`config.mk`:
```
export PLATFORM = sky130hd
export DESIGN_NAME = gpp_ram
export DESIGN_NICKNAME = d
export VERILOG_FILES = /design/src/sv/gpp_ram.sv
export SDC_FILE = /design/constraint.sdc
export NUM_CORES = 2
export LEC_CHECK = 0
export BUFFER_PORTS_ARGS = -buffer_cell sky130_fd_sc_hd__buf_2
export CORE_MARGIN = 2
export CORE_UTILIZATION = 57
export DETAILED_ROUTE_END_ITERATION = 16
export GPL_ROUTABILITY_DRIVEN = 0
export PLACE_DENSITY = 0.76
export REMOVE_ABC_BUFFERS = 1
export SYNTH_ARGS = -nofsm -noshare
export SYNTH_HDL_FRONTEND = slang
export SYNTH_SLANG_ARGS = --single-unit
```
`constraint.sdc`:
```
create_clock -name clock -period 2.37 [get_ports clock]
set_input_delay 0.474 -clock clock [delete_from_list [all_inputs] [get_ports clock]]
set_output_delay 0.474 -clock clock [all_outputs]
set_load 0.05 [all_outputs]
```
`src/sv/gpp_ram.sv`:
```
// generic single write, single read ram with registered read data
module gpp_ram #(
   parameter int WIDTH = 8,
   parameter int DEPTH = 256
) (
   input  logic                     clock,
   input  logic                     wr_en,
   input  logic [$clog2(DEPTH)-1:0] wr_addr,
   input  logic [WIDTH-1:0]         wr_data,
   input  logic [$clog2(DEPTH)-1:0] rd_addr,
   output logic [WIDTH-1:0]         rd_data
);
   logic [WIDTH-1:0] mem_ff [DEPTH];
   logic [WIDTH-1:0] rd_data_ff;

   // write port and registered read port
   always_ff @(posedge clock) begin
      if (wr_en) begin
         mem_ff[wr_addr] <= wr_data;
      end
      rd_data_ff <= mem_ff[rd_addr];
   end

   assign rd_data = rd_data_ff;
endmodule

```
==> impl_results.md <==
- Status: complete, but fails checks
- Failing checks: setup timing
- I/O Pins: 34
- Crit Path Class: flop to flop
- Total CTS buffers: 197
- Share of cells above drive strength 1: 33.22%
- Design Area, Final: 94140 um^2
- Clk buf depth: 3
- Reg2reg setup slack: -0.05 ns
- IR Drop Worst-Case VDD: 0.6477 mV
- Type of the worst min-delay path: input pin to flop
- Htree depth: 4
- Slew Viols, Final: 0
- Worst setup margin: -0.05473 ns
- Initial antenna violation count: 8
- DRC: 0
- Seq pwr share: 53.0%
- Die ar.: 142600 um^2
- Worst Tran Pin Value: 1.026 ns
- Period utilization: 102.3%
- Yosys top cell area share: 77.30%
- Register area share after synthesis: 77.50%
- # nets final: 4492
- Antenna violation net count after detailed routing: 0
- Mapped Cells: 3733
- Crit path largest cell delay: 0.93 ns
- Fmax: 0.4124 GHz
- Vias in the first global route: 42800
- Sink Count: 2056
- Seq cells post-synth: 2056
- Top_reg_cell synth: edfxtp_1
- Hold worst-path end: mem_ff[118][0]$_DFFE_PP_
- EDFF count, synth: 2048
- CTS tree: done
- WP data required: 3.14 ns
- Reg-to-reg critical path endpoint: rd_data[2]$_DFF_P_
- Die Width: 377.6 um
- Setup violations, final: 2
- Largest net degree at the start of global routing: 83
- Post-DP HPWL: 127600 um
- Drt pass-1 iters: 7
- Die Ht: 377.6 um
- P_sw: 16.49 mW
- Fin crit period: 2.425 ns
- Most frequent cell after synthesis: edfxtp_1
- Post-synth top area cell: edfxtp_1
- Hold Crit Depth: 1
- Yosys Warn Count: 0
- First-pass GRT wire length: 293100 um
- RSZ-0062 raised after global routing: yes
- Worst-path fanout max: 1
- Placement Setup Slack: -1.456 ns
- Cell count after placement: 6143
- Core area: 139000 um^2
- Ys async rst share: 0%
- Slowest CP cell: a2111oi_0
- CTS root buf: clkbuf_16
- HP Start: wr_data[0]
- Internal Power: 59.25 mW
- Power share of the combinational group: 5.8%
- Gr ovfl total: 0
- Crit. End Element: flop
- Vias: 42444
- Dpl cell area: 87520 um^2
- WL/cell: 31.16 um
- Worst reg2reg path depth: 6
- Initial cell density of the core: 57.23%
- CP startpoint kind: flop
- Via-to-Cell Ratio: 6.517
- Total wire length: 202900 um
- Largest cells by area after synthesis: edfxtp_1, mux4_2, mux2i_1, nor2_1, a22oi_1
- All-Layer GR Usage: 28.88%
- Clock share of power: 41.2%
- PwrDens: 804.6 nW/um^2
- Synth-to-layout area growth: 18.33%
- CP Cell Sequence: mux4_2, o22a_1, o21ai_0, a2111oi_0, nor3_1, nor4_2
- WP data arrival: 3.19 ns
- Clock latency on the worst-skew pair: 0.87 ns
- Leakage power: 30.75 nW
- Final hold vios: 0
- MaxCap Viol Count: 0
- Port bufs: 33
- Layout Skew: 0.07023 ns
- FP Rows: 137
- Clock transition at path regs: 0.07 ns
- Post-Syn Area: 79560 um^2
- Average cell area after synthesis: 21.31 um^2
- Initial DRC count: 6368
- Commonest cells post-synth: edfxtp_1, mux4_2, nor2_1, mux2i_1, a22oi_1
- Rel. slew slack: 29.80%
- FF-to-FF Start: mem_ff[161][2]$_DFFE_PP_
- Post-Layout Cell Count: 6513
- Sum of negative setup slack: -0.08521 ns
- Switch share: 21.77%
- Synth cell types: 55
## cell usage in the layout, fill, tap and decap left out, types with 5 or more instances in the layout
cell type and instances:
edfxtp_1 2048, buf_4 634, mux4_2 455, nor2_1 279
clkbuf_16 197, mux2i_1 134, a22oi_1 133, buf_12 99
a21oi_1 94, clkinv_1 55, o221ai_1 46, nand2_1 33
nand3_1 33, clkbuf_1 32, clkinv_2 31, o22ai_1 28
nor2b_1 27, buf_2 22, bufinv_16 18, nor4_1 17
nor3_1 17, a211oi_1 14, a221oi_1 13, nand4_1 10
o211ai_1 10, clkinvlp_4 10, o21ai_0 9, nand2b_1 8
a22o_1 8, clkinv_16 8, dfxtp_1 8, nor4_2 7
and2_1 6, inv_6 6, o22a_1 5, buf_8 5
clkbuf_8 5
## critical path: cells and delay by family (launching register included)
family             cells  cell delay (ns)
and+or+nand+nor        2             0.52
AOI/OAI and AO/OA      3             1.23
DFF                    1             0.33
muxes                  1             0.24
## sequential cells by signal (all words and copies together), names as in the netlist
signal and flops:
mem_ff 2048, rd_data 8
## kinds of logic after synthesis
kind of cell    Yosys count  synth area share [%]
mux                     591                 14.62
simple gates            466                 2.628
compound gates          385                 3.419
buf+inv                 235                 1.831
flops                  2056                 77.50
## power by group through the flow
stage / registers (mW) / logic [mW] / clock network [mW]
finish: 40.2 / 4.40 / 31.2
global route: 40.1 / 4.58 / 32.8
detailed placement: 40.9 / 4.28 / 0
floorplan: 41.0 / 1.41 / 0
global placement: 40.9 / 4.19 / 0
CTS: 40.1 / 4.35 / 31.5
## repair_timing
item,4_1_cts,5_1_grt
hold buffers,0,0
setup buffers,0,0
pin swaps,2,1
hold endpoints to repair,0,0
setup endpoints to repair,6,6
resized for setup,13,15
## final cells by class
class                      count  area (um^2)
clock buffer                 229         5050
timing repair buffer         767         7034
inverter                       2        7.507
tap                         1876         2347
clock inverter               137         1416
sequential                  2056        61660
multi-input combinational   1442        16610
antenna                        4        10.01
fill                        8243        44880
## layer usage
metal  track usage, %  vias to the layer above  share of wire [%]
li1                 -                    17161                  -
met4            11.58                        6                4.4
met5           0.7204                        -              0.084
met3            7.057                      489                 11
met2            46.40                     2770                 49
met1            38.35                    22018                 35
## worst max path at each step
stage	start	to	slack [ns]	depth (start not counted)
6_report	mem_ff[161][2]$_DFFE_PP_	rd_data[2]$_DFF_P_	-0.05	6
3_5_place_dp	rd_addr[0]	rd_data[0]$_DFF_P_	-1.46	10
2_1_floorplan	rd_addr[2]	rd_data[6]$_DFF_P_	-0.51	6
4_1_cts	mem_ff[161][2]$_DFFE_PP_	rd_data[2]$_DFF_P_	0.0006	6
3_3_place_gp	rd_addr[0]	rd_data[0]$_DFF_P_	-1.44	10
5_1_grt	rd_addr[0]	rd_data[0]$_DFF_P_	-0.006	10
## per-stage QoR
| stage | power [mW] | util [%] | hold WS (ns) |
|---|---|---|---|
| after floorplan | 42.38 | - | 0.5729 |
| after global placement | 45.10 | 62.95 | 0.9369 |
| after detailed placement | 45.20 | 62.95 | 0.9476 |
| after CTS | 76.00 | 67.66 | 0.02269 |
| after global routing | 77.50 | 67.71 | 0.04804 |
| final | 75.74 | 67.72 | 0.07357 |
Note: power is estimated with default switching activity, not from simulation.
